==> src/design/kbdsc_pkg.sv <==
package kbdsc_pkg;

  typedef logic [7:0] code_t;
  typedef logic [7:0] char_t;
  typedef logic [2:0] leds_t;
  typedef logic [1:0] shift_t;

  // Scan codes with a special meaning.
  localparam code_t CodeCapsLock   = 8'h3a;
  localparam code_t CodeNumLock    = 8'h45;
  localparam code_t CodeScrollLock = 8'h46;
  localparam code_t CodeLShiftMake = 8'h2a;
  localparam code_t CodeRShiftMake = 8'h36;
  localparam code_t CodeLShiftBrk  = 8'haa;
  localparam code_t CodeRShiftBrk  = 8'hb6;
  localparam code_t CodeBackspace  = 8'h0e;
  localparam code_t CodeEnter      = 8'h1c;

  localparam int    RomDepth = 84;
  localparam code_t RomLimit = 8'h54;

  localparam char_t ChNone      = 8'h00;
  localparam char_t ChBackspace = 8'h08;
  localparam char_t ChEnter     = 8'h0a;
  localparam char_t ChUpperA    = 8'h41;
  localparam char_t ChUpperZ    = 8'h5a;
  localparam char_t CaseOffset  = 8'h20;

  // Shift states.
  localparam shift_t ShiftNone = 2'b00;
  localparam shift_t ShiftBoth = 2'b11;

  localparam char_t RomPlain [RomDepth] = '{
    8'h00, 8'h00, 8'h31, 8'h32, 8'h33, 8'h34, 8'h35, 8'h36,
    8'h37, 8'h38, 8'h39, 8'h30, 8'h2d, 8'h5e, 8'h00, 8'h00,
    8'h51, 8'h57, 8'h45, 8'h52, 8'h54, 8'h59, 8'h55, 8'h49,
    8'h4f, 8'h50, 8'h40, 8'h5b, 8'h00, 8'h00, 8'h41, 8'h53,
    8'h44, 8'h46, 8'h47, 8'h48, 8'h4a, 8'h4b, 8'h4c, 8'h3b,
    8'h3a, 8'h00, 8'h00, 8'h5d, 8'h5a, 8'h58, 8'h43, 8'h56,
    8'h42, 8'h4e, 8'h4d, 8'h2c, 8'h2e, 8'h2f, 8'h00, 8'h2a,
    8'h00, 8'h20, 8'h00, 8'h00, 8'h00, 8'h00, 8'h00, 8'h00,
    8'h00, 8'h00, 8'h00, 8'h00, 8'h00, 8'h00, 8'h00, 8'h37,
    8'h38, 8'h39, 8'h2d, 8'h34, 8'h35, 8'h36, 8'h2b, 8'h31,
    8'h32, 8'h33, 8'h30, 8'h2e
  };

  localparam char_t RomShifted [RomDepth] = '{
    8'h00, 8'h00, 8'h21, 8'h22, 8'h23, 8'h24, 8'h25, 8'h26,
    8'h27, 8'h28, 8'h29, 8'h7e, 8'h3d, 8'h7e, 8'h00, 8'h00,
    8'h51, 8'h57, 8'h45, 8'h52, 8'h54, 8'h59, 8'h55, 8'h49,
    8'h4f, 8'h50, 8'h60, 8'h7b, 8'h00, 8'h00, 8'h41, 8'h53,
    8'h44, 8'h46, 8'h47, 8'h48, 8'h4a, 8'h4b, 8'h4c, 8'h2b,
    8'h2a, 8'h00, 8'h00, 8'h7d, 8'h5a, 8'h58, 8'h43, 8'h56,
    8'h42, 8'h4e, 8'h4d, 8'h3c, 8'h3e, 8'h3f, 8'h00, 8'h2a,
    8'h00, 8'h20, 8'h00, 8'h00, 8'h00, 8'h00, 8'h00, 8'h00,
    8'h00, 8'h00, 8'h00, 8'h00, 8'h00, 8'h00, 8'h00, 8'h37,
    8'h38, 8'h39, 8'h2d, 8'h34, 8'h35, 8'h36, 8'h2b, 8'h31,
    8'h32, 8'h33, 8'h30, 8'h2e
  };

  // Decoder result for one scan code, with the state it leaves behind.
  typedef struct packed {
    char_t  key_code;
    logic   led_changed;
    leds_t  leds;
    shift_t shift;
  } dec_res_t;

endpackage

==> src/design/kbdsc_code_if.sv <==
interface kbdsc_code_if import kbdsc_pkg::*; ();
  logic  valid;
  logic  ready;
  code_t scan_code;

  modport source (output valid, output scan_code, input ready);
  modport sink (input valid, input scan_code, output ready);
endinterface

==> src/design/kbdsc_key_if.sv <==
interface kbdsc_key_if import kbdsc_pkg::*; ();
  logic  valid;
  logic  ready;
  char_t key_code;
  logic  key_valid;
  logic  led_changed;
  leds_t led_state;

  modport source (output valid, output key_code, output key_valid,
                  output led_changed, output led_state, input ready);
  modport sink (input valid, input key_code, input key_valid,
                input led_changed, input led_state, output ready);
endinterface

==> src/design/kbdsc_decode.sv <==
module kbdsc_decode import kbdsc_pkg::*; (
  input  code_t    code,
  input  shift_t   shift,
  input  leds_t    leds,
  output dec_res_t res
);

  leds_t lock_hit;
  leds_t leds_next;
  char_t rom_char;
  char_t ch;
  logic  caps;
  logic  shifted;

  assign lock_hit  = {code == CodeCapsLock, code == CodeNumLock, code == CodeScrollLock};
  assign leds_next = leds ^ lock_hit;
  assign caps      = leds_next[2];
  assign shifted   = (shift != ShiftNone);

  always_comb begin
    rom_char = ChNone;
    if (code < RomLimit) begin
      if (shift == ShiftNone) begin
        rom_char = RomPlain[code[6:0]];
      end else if (shift != ShiftBoth) begin
        rom_char = RomShifted[code[6:0]];
      end
    end
  end

  always_comb begin
    ch = rom_char;
    // Lower the letter unless exactly one of caps lock and shift applies.
    if (rom_char >= ChUpperA && rom_char <= ChUpperZ && caps == shifted) begin
      ch = rom_char + CaseOffset;
    end
    if (code == CodeBackspace) begin
      ch = ChBackspace;
    end
    if (code == CodeEnter) begin
      ch = ChEnter;
    end
  end

  always_comb begin
    res.key_code    = ch;
    res.led_changed = |lock_hit;
    res.leds        = leds_next;
    res.shift       = shift;
    if (code == CodeLShiftMake) res.shift[0] = 1'b1;
    if (code == CodeRShiftMake) res.shift[1] = 1'b1;
    if (code == CodeLShiftBrk)  res.shift[0] = 1'b0;
    if (code == CodeRShiftBrk)  res.shift[1] = 1'b0;
  end

endmodule

==> src/design/keyboard_scancode_to_ascii.sv <==
// Channel | Direction | Payload
// --------+-----------+-----------------------------------------------
// scan    | in        | scan_code[7:0]
// key     | out       | key_code[7:0], key_valid, led_changed, led_state[2:0]
// cfg     | in        | cfg_we, cfg_data[2:0] (loads the lock LED state)
//
// One item per cycle sustained while key is not stalled; an accepted scan code
// passes the input register, then the result register, before it shows on key.
// Reset clears shift state, lock LEDs and both valid flags.
// A stall on key holds the result; the input register still drains into it
// as soon as it frees, so scan stays ready whenever the pipe has a free slot.
module keyboard_scancode_to_ascii import kbdsc_pkg::*; (
  input  logic        clk,
  input  logic        rst,
  kbdsc_code_if.sink  scan,
  kbdsc_key_if.source key,
  input  logic        cfg_we,
  input  leds_t       cfg_data
);

  // Input register.
  logic     s1_valid;
  code_t    s1_code;

  // Keyboard state carried from item to item.
  shift_t   shift;
  leds_t    leds;

  dec_res_t dec;
  logic     advance;

  // Result register moves when empty or being taken downstream.
  assign advance    = !key.valid || key.ready;
  assign scan.ready = !s1_valid || advance;

  kbdsc_decode u_decode (
    .code  (s1_code),
    .shift (shift),
    .leds  (leds),
    .res   (dec)
  );

  // Control and state.
  always_ff @(posedge clk) begin
    if (rst) begin
      s1_valid  <= 1'b0;
      key.valid <= 1'b0;
      shift     <= ShiftNone;
      leds      <= '0;
    end else begin
      if (scan.ready) begin
        s1_valid <= scan.valid;
      end
      if (advance) begin
        key.valid <= s1_valid;
        // Commit the state change of the item leaving the input register.
        if (s1_valid) begin
          shift <= dec.shift;
          leds  <= dec.leds;
        end
      end
      // Writes must arrive only while idle; the block does not enforce it. Load the LED state directly.
      if (cfg_we) begin
        leds <= cfg_data;
      end
    end
  end

  // Payload registers.
  always_ff @(posedge clk) begin
    if (scan.ready) begin
      s1_code <= scan.scan_code;
    end
    if (advance && s1_valid) begin
      key.key_code    <= dec.key_code;
      key.key_valid   <= (dec.key_code != ChNone);
      key.led_changed <= dec.led_changed;
      key.led_state   <= dec.leds;
    end
  end

endmodule

==> src/flat_wrapper.sv <==
// flat-port wrapper written by rule: the top's interface ports become plain ports
module keyboard_scancode_to_ascii_flat import kbdsc_pkg::*;
  (clk, rst, cfg_we, cfg_data, scan_valid, scan_scan_code, scan_ready, key_valid, key_key_code, key_key_valid, key_led_changed, key_led_state, key_ready);
  kbdsc_code_if scan_i ();
  kbdsc_key_if key_i ();
  input  logic clk;
  input  logic rst;
  input  logic cfg_we;
  input  leds_t cfg_data;
  input wire logic [$bits(scan_i.valid)-1:0] scan_valid;
  input wire logic [$bits(scan_i.scan_code)-1:0] scan_scan_code;
  output wire logic [$bits(scan_i.ready)-1:0] scan_ready;
  output wire logic [$bits(key_i.valid)-1:0] key_valid;
  output wire logic [$bits(key_i.key_code)-1:0] key_key_code;
  output wire logic [$bits(key_i.key_valid)-1:0] key_key_valid;
  output wire logic [$bits(key_i.led_changed)-1:0] key_led_changed;
  output wire logic [$bits(key_i.led_state)-1:0] key_led_state;
  input wire logic [$bits(key_i.ready)-1:0] key_ready;
  assign scan_i.valid = scan_valid;
  assign scan_i.scan_code = scan_scan_code;
  assign scan_ready = scan_i.ready;
  assign key_valid = key_i.valid;
  assign key_key_code = key_i.key_code;
  assign key_key_valid = key_i.key_valid;
  assign key_led_changed = key_i.led_changed;
  assign key_led_state = key_i.led_state;
  assign key_i.ready = key_ready;
  keyboard_scancode_to_ascii u_core (.clk(clk), .rst(rst), .scan(scan_i), .key(key_i), .cfg_we(cfg_we), .cfg_data(cfg_data));
endmodule
==> config.mk <==
export PLATFORM = sky130hd
export DESIGN_NAME = keyboard_scancode_to_ascii_flat
export DESIGN_NICKNAME = d
export VERILOG_FILES = /design/src/design/kbdsc_pkg.sv /design/src/design/kbdsc_code_if.sv /design/src/design/kbdsc_key_if.sv /design/src/design/kbdsc_decode.sv /design/src/design/keyboard_scancode_to_ascii.sv /design/src/flat_wrapper.sv
export SDC_FILE = /design/constraint.sdc
export NUM_CORES = 1
export LEC_CHECK = 0
export BUFFER_PORTS_ARGS = -buffer_cell sky130_fd_sc_hd__clkbuf_2
export CAP_MARGIN = 25
export CORE_MARGIN = 1.5
export CORE_UTILIZATION = 40
export DETAILED_ROUTE_END_ITERATION = 7
export HOLD_SLACK_MARGIN = 0.06
export SLEW_MARGIN = 20
export SYNTH_ARGS = -nofsm -noshare
export SYNTH_HDL_FRONTEND = slang
export SYNTH_SLANG_ARGS = --single-unit
export TNS_END_PERCENT = 30
==> constraint.sdc <==
create_clock -name clk -period 4.4 [get_ports clk]
set_input_delay 0.88 -clock clk [delete_from_list [all_inputs] [get_ports clk]]
set_output_delay 0.88 -clock clk [all_outputs]
set_load 0.05 [all_outputs]
==> results of run 1 <==
[critical path, delay by kind of cell (launching register included)]
family | cells | cell delay (ps)
buffers and inverters | 1 | 180
adders and majority gates | 1 | 340
DFF | 1 | 540
and+or+nand+nor | 4 | 1590
AOI/OAI and AO/OA | 4 | 980
[path summary, 6_finish.rpt]
| kind | from | endpoint | slack (ps) | cells past startpoint |
|---|---|---|---|---|
| setup reg to reg | u_core.s1_code[0]$_DFFE_PP_ | u_core.key.key_valid$_DFFE_PP_ | 480 | 10 |
| setup / recovery | u_core.s1_code[0]$_DFFE_PP_ | u_core.key.key_valid$_DFFE_PP_ | 480 | 10 |
| hold / removal | u_core.s1_valid$_SDFFE_PP0P_ | u_core.key.valid$_SDFFE_PP0N_ | 520 | 2 |
| hold reg to reg | u_core.s1_valid$_SDFFE_PP0P_ | u_core.key.valid$_SDFFE_PP0N_ | 520 | 2 |
[flip-flops by register name, indices dropped and copies added, names as in the netlist]
| register | cells |
|---|---|
| u_core.leds | 3 |
| u_core.key.key_code | 8 |
| u_core.key.led_state | 3 |
| u_core.key.valid | 1 |
| u_core.key.led_changed | 1 |
| u_core.s1_code | 8 |
| u_core.key.key_valid | 1 |
| u_core.shift | 2 |
| u_core.s1_valid | 1 |
[layout by cell type, fill, tap and decap left out, drive strengths merged, types with 3 or more instances in the layout]
| master | n |
|---|---|
| nand4 | 5 |
| a311oi | 3 |
| nor4 | 3 |
| ha | 13 |
| nor3 | 9 |
| o221ai | 4 |
| a211oi | 4 |
| clkbuf | 34 |
| o21ai | 22 |
| edfxtp | 21 |
| nand3 | 11 |
| nor2b | 9 |
| nor2 | 22 |
| mux2i | 3 |
| nand2 | 32 |
| xnor2 | 3 |
| and2 | 3 |
| dfxtp | 7 |
| a31oi | 6 |
| a31o | 3 |
| inv | 10 |
| buf | 12 |
| a211o | 4 |
| a21oi | 27 |
| or2 | 4 |
| or3 | 4 |
| nand2b | 15 |
[cells by family (layout without fill, tap and decap cells)]
kind of cell | Yosys count | after routing | synth area share, %
muxes | 6 | 6 | 3.00
xor gates and xnor gates | 5 | 5 | 1.75
AOI/OAI and AO/OA | 97 | 97 | 25.6
buffers and inverters | 33 | 57 | 5.35
and+or+nand+nor | 128 | 128 | 27.0
adders and majority gates | 13 | 13 | 6.50
DFF | 28 | 28 | 30.8
[cells in the mapped netlist, drive strengths merged (3+ instances only)]
| cell type | count |
|---|---|
| a211o | 4 |
| a211oi | 4 |
| a21oi | 27 |
| a311oi | 3 |
| a31o | 3 |
| a31oi | 6 |
| and2 | 3 |
| buf | 4 |
| clkbuf | 18 |
| dfxtp | 7 |
| edfxtp | 21 |
| ha | 13 |
| inv | 10 |
| mux2i | 3 |
| nand2 | 32 |
| nand2b | 15 |
| nand3 | 11 |
| nand4 | 5 |
| nor2 | 22 |
| nor2b | 9 |
| nor3 | 9 |
| nor4 | 3 |
| o21ai | 22 |
| o221ai | 4 |
| or2 | 4 |
| or3 | 4 |
| xnor2 | 3 |
[layer usage]
metal  part of all wire [%]  wire length (µm)
met3                    7.7               542
met1                     45              3130
met5                      0                 0
met4                    1.3                90
met2                     46              3230
[cell type report]
| cell class | count | area [µm²] |
|---|---|---|
| Fill cell | 591 | 3200 |
| Sequential cell | 28 | 771 |
| Clock buffer | 4 | 45.0 |
| Inverter | 11 | 41.3 |
| Timing Repair Buffer | 42 | 240 |
| Tap cell | 75 | 93.8 |
| Multi-Input combinational cell | 249 | 1600 |
[per-stage QoR]
| stage | setup WS, ps | util (%) | hold WS [ps] | total power (µW) | cell area, µm² |
|---|---|---|---|---|---|
| floorplan | 516 | - | 478 | 472 | 2500 |
| global placement | 568 | 45.8 | 493 | 532 | 2750 |
| detailed placement | 518 | 45.8 | 509 | 530 | 2750 |
| CTS | 495 | 46.6 | 523 | 673 | 2790 |
| global route | 262 | 46.6 | 539 | 713 | 2790 |
| finish | 485 | 46.6 | 519 | 670 | 2790 |
[report_power, final]
group | switching, µW | internal [µW] | leakage, µW
combinational | 136 | 75.6 | 0.000765
clock | 75.9 | 64.9 | 0.0000228
sequential | 17.3 | 300 | 0.000262
total | 229 | 441 | 0.00105
==> impl_summary.log, run 1 <==
INFO  metric synth_top_area_share = 25.2%
INFO  metric antennaDiodeCount = 0
INFO  metric syn_avg_cell_area = 8.08 µm²
INFO  metric grt_use_met2 = 34.9%
INFO  metric timing.clock.skew = 1.95 ps
INFO  metric vdd_ir_max = 145 µV
INFO  metric worst_stage_delay_on_the_critical_path = 550 ps
INFO  metric cts.sinks = 28
INFO  metric cellLeakagePower = 0.00105 µW
INFO  metric placement.io_buffers = 30
INFO  metric chipHeight = 82.1 µm
INFO  metric fin_nets = 364
INFO  metric detailroute.via_count = 2478
INFO  metric cts_setup_buffers = 0
INFO  metric dpl.cell_count = 405
INFO  metric synth_fp_nets = 339
INFO  metric globalRoute.totalOverflow = 0
INFO  metric critical_path_required = 4400 ps
INFO  metric clock_path_buffers = 2
INFO  metric first_pass_grt_wire_length = 11400 µm
INFO  metric initial_utilization = 41.8%
INFO  metric post-route-period-util = 89.0%
INFO  metric grt_use_met1 = 31.6%
INFO  metric yosysWarnings = 0
INFO  metric grt_antenna_before_repair = 0
INFO  metric worst_skew_pair.late_latency = 270 ps
INFO  metric period_needed = 3920 ps
INFO  metric critPathMaxFanout = 10
INFO  metric powerDensity = 240 nW/µm²
INFO  metric wire_per_inst = 17.1 µm
INFO  metric num_io_pins = 31
INFO  metric instances_no_fill = 409
INFO  metric hpwlAfterDp = 5180 µm
INFO  metric rsz0062_at_grt = no
INFO  metric worst_slew_pin_slew = 751 ps
INFO  metric synth_edf_count = 21
INFO  metric synth-seq-cells = 28
INFO  metric detail_route.iter0.violations = 285
INFO  metric cts.reportedPaths.clkPinSlew = 90 ps
INFO  metric drt_pass1_iterations = 5
INFO  metric ys_seq_area_share = 30.8%
INFO  metric core-area = 5990 µm²
INFO  metric post_route_cells_drive_above_1_share = 18.0%
INFO  metric timing_hold_violations_final = 0
INFO  metric gp_routability_congestion = 0.960
INFO  metric avg_vias_per_cell = 6.06
INFO  metric global_route.usage.total = 21.9%
INFO  metric worstSetupPathType = register to register
INFO  metric timing.final.max_slew_violations = 0
INFO  metric status = finished clean
INFO  metric cp.arrival = 3920 ps
INFO  metric drv_cap = 0
INFO  metric post_cts_resized = 0
INFO  metric cts_max_level = 1
INFO  metric largest_net_degree_at_the_start_of_global_routing = 21
INFO  metric die_area = 6740 µm²
INFO  metric slew_headroom = 49.8%
INFO  metric startpoint_type = register
INFO  metric min-delay-path-class = register to register
INFO  metric detail_route.wirelength = 6990 µm
INFO  metric synth_largest_area_cell = edfxtp_1
INFO  metric grt_pass1_vias = 2196
INFO  metric tritoncts = done
INFO  metric placementRows = 28
INFO  metric critPathCaptureType = register
INFO  metric async_reset_ff_share = 0%
INFO  metric drc = 0
INFO  metric setup_viol = 0
INFO  metric setup-tns-final = 0 ps
INFO  metric post_cts_hold_buffer_count = 0
INFO  metric ant_nets = 0
INFO  metric cts-root-buf = clkbuf_8
INFO  metric die_x = 82.1 µm
INFO  metric timing.critical_path.slowest_stage_cell = or4_4
INFO  metric synth_flop_cell = edfxtp_1
INFO  metric global_route.peak_usage_layer = met2
INFO  metric area_growth_syn_to_layout = 11.4%
INFO  metric numCtsBuffers = 3
INFO  metric upper_clock_frequency_limit = 255 MHz
INFO  metric dominant_cells_by_area_after_synthesis = edfxtp_1, ha_1, dfxtp_1
INFO  metric yosys.cell_types.count = 62
INFO  metric crit_path_cell_trace = inv_1 -> ha_1 -> or3b_4 -> o2111a_1 -> o41a_1 -> or4_4 -> or3_4 -> o31a_1 -> nor4_2 -> o221ai_1
INFO  metric syn_inst = 310
INFO  metric synth.cell_area = 2500 µm²
INFO  metric global_route.usage.met3 = 2.64%
Note: power is estimated with default switching activity, not from simulation.
==> run 2: changes to the inputs <==
- RECOVER_POWER: default -> 25
==> impl_summary.log, run 2 (synthesis gave the netlist of run 1 again) <==
INFO  metric status = finished clean
INFO  metric crit_path_cell_trace = inv_1 -> ha_1 -> or3b_4 -> o2111a_1 -> o41a_1 -> or4_4 -> or3_4 -> o31a_1 -> nor4_2 -> o221ai_1
INFO  metric timing.clock.skew = 2.31 ps
INFO  metric initial_utilization = 41.8%
INFO  metric placement.io_buffers = 30
INFO  metric cp.arrival = 3920 ps
INFO  metric chipHeight = 82.1 µm
INFO  metric final_core_util = 46.5%
INFO  metric cts.reportedPaths.clkPinSlew = 90 ps
INFO  metric avg_vias_per_cell = 6.02
INFO  metric post_cts_resized = 0
INFO  metric die_area = 6740 µm²
INFO  metric post_route_cells_drive_above_1_share = 17.7%
INFO  metric drt_pass1_iterations = 5
INFO  metric timing.final.max_slew_violations = 0
INFO  metric rsz0062_at_grt = no
INFO  metric setup-tns-final = 0 ps
INFO  metric timing.critical_path.slowest_stage_cell = or4_4
INFO  metric first_pass_grt_wire_length = 11400 µm
INFO  metric timing_hold_violations_final = 0
INFO  metric critPathCaptureType = register
INFO  metric cts_setup_buffers = 0
INFO  metric vdd_ir_max = 145 µV
INFO  metric leading_cell_type_in_the_layout_fill_and_taps_excluded = nand2_1
INFO  metric cellInternalPower = 440 µW
INFO  metric critical_path_required = 4400 ps
INFO  metric critical_path.startpoint = u_core.s1_code[0]$_DFFE_PP_
INFO  metric gate_power_share = 31.5%
INFO  metric grt_antenna_before_repair = 0
INFO  metric period_needed = 3910 ps
INFO  metric fin_nets = 364
INFO  metric seq_area = 771 µm²
INFO  metric total_number_of_cells_along_the_worst_setup_path = 10
INFO  metric rr_endpoint = u_core.key.key_valid$_DFFE_PP_
INFO  metric footprint_of_the_multi_input_gates = 1600 µm²
INFO  metric detailroute.via_count = 2461
INFO  metric clock_path_buffers = 2
INFO  metric startpoint_type = register
INFO  metric setup_viol = 0
INFO  metric post-route-period-util = 89.0%
INFO  metric grt_pass1_vias = 2196
INFO  metric wire_per_inst = 17.0 µm
INFO  metric cts_max_level = 1
INFO  metric power_switching = 229 µW
INFO  metric worstRegToRegCells = 10
INFO  metric ant_nets = 0
INFO  metric tritoncts = done
INFO  metric worst_skew_pair.late_latency = 270 ps
INFO  metric gp_routability_congestion = 0.960
INFO  metric critical_path_buf_inv_count = 1
INFO  metric detail_route.wirelength = 6950 µm
INFO  metric cts.sinks = 28
INFO  metric design_area = 2790 µm²
INFO  metric worst_stage_delay_on_the_critical_path = 550 ps
INFO  metric critPathMaxFanout = 10
INFO  metric drc = 0
INFO  metric post_cts_hold_buffer_count = 0
INFO  metric largest_registers = u_core.key.key_code x8, u_core.s1_code x8
INFO  metric regToRegStartpoint = u_core.s1_code[0]$_DFFE_PP_
INFO  metric share_clk_of_total_power = 21.0%
INFO  metric cellLeakagePower = 0.00105 µW
INFO  metric switching_share_of_power = 34.2%
INFO  metric placementRows = 28
INFO  metric detail_route.iter0.violations = 286
INFO  metric pwr-share-seq = 47.5%
INFO  metric die_x = 82.1 µm
INFO  metric fill_cells = 592
INFO  metric hpwlAfterDp = 5180 µm
INFO  metric core-area = 5990 µm²
INFO  metric worstSetupPathType = register to register
INFO  metric worstSetupEndpoint = u_core.key.key_valid$_DFFE_PP_
INFO  metric antennaDiodeCount = 0
INFO  metric powerDensity = 240 nW/µm²
INFO  metric upper_clock_frequency_limit = 255 MHz
INFO  metric area_growth_syn_to_layout = 11.3%
INFO  metric critical-path-top-delay-family = simple AND/OR/NAND/NOR gates
INFO  metric worst_slew_pin_slew = 796 ps
INFO  metric min-delay-path-class = register to register
INFO  metric globalRoute.totalOverflow = 0
INFO  metric numCtsBuffers = 3
INFO  metric timing.reg2reg.setup_slack = 490 ps
INFO  metric placed_cell_area = 2750 µm²
INFO  metric cts-root-buf = clkbuf_8
INFO  metric drv_cap = 0
INFO  metric global_route.usage.total = 21.9%
INFO  metric num_io_pins = 31
INFO  metric slew_headroom = 46.9%
INFO  metric most-common-layout-cells = nand2_1, clkbuf_2, a21oi_1
INFO  metric largest_net_degree_at_the_start_of_global_routing = 21
run 2: layout make-up:
class | count | area share, %
Sequential cell | 28 | 27.7
Inverter | 11 | 1.48
Multi-Input combinational cell | 249 | 57.4
Tap cell | 75 | 3.37
Timing Repair Buffer | 42 | 8.49
Clock buffer | 4 | 1.62
run 2: worst reg2reg max path: stages (launching register included):
cell      delay (ps)
edfxtp_1         540
inv_1            180
ha_1             340
or3b_4           430
o2111a_1         150
o41a_1           400
or4_4            550
or3_4            360
o31a_1           270
nor4_2           260
o221ai_1         160
run 2: how the worst min path moves through the flow:
stage | startpoint | endpoint | slack [ps] | cells past startpoint
finish | u_core.s1_valid$_SDFFE_PP0P_ | u_core.key.valid$_SDFFE_PP0N_ | 520 | 2
global route | u_core.s1_valid$_SDFFE_PP0P_ | u_core.key.valid$_SDFFE_PP0N_ | 540 | 2
CTS | u_core.s1_valid$_SDFFE_PP0P_ | u_core.key.valid$_SDFFE_PP0N_ | 520 | 2
detailed placement | u_core.s1_valid$_SDFFE_PP0P_ | u_core.key.valid$_SDFFE_PP0N_ | 510 | 2
global placement | u_core.s1_valid$_SDFFE_PP0P_ | u_core.key.valid$_SDFFE_PP0N_ | 490 | 2
floorplan | u_core.s1_valid$_SDFFE_PP0P_ | u_core.key.valid$_SDFFE_PP0N_ | 480 | 2
run 2: metal layers:
layer  global-route usage (%)  routed length [µm]  part of all wire, %
met2                     34.9                3210                   46
met5                        0                   0                    0
met3                     2.64                 537                  7.7
met1                     31.6                3110                   45
met4                     5.08                  91                  1.3
run 2: stage by stage:
stage | std cells | setup WS [ps] | hold WS, ps | total power, µW
6_report | 409 | 486 | 519 | 669
5_1_grt | 409 | 262 | 539 | 712
4_1_cts | 409 | 495 | 523 | 673
3_5_place_dp | 405 | 518 | 509 | 530
3_3_place_gp | 405 | 568 | 493 | 532
2_1_floorplan | 310 | 516 | 478 | 472
run 2: power groups by stage:
stage               Clock [µW]  Sequential, µW  Combinational, µW
finish                     141             318                211
global route               161             320                231
CTS                        147             317                208
detailed placement           0             323                207
global placement             0             323                209
floorplan                    0             341                131
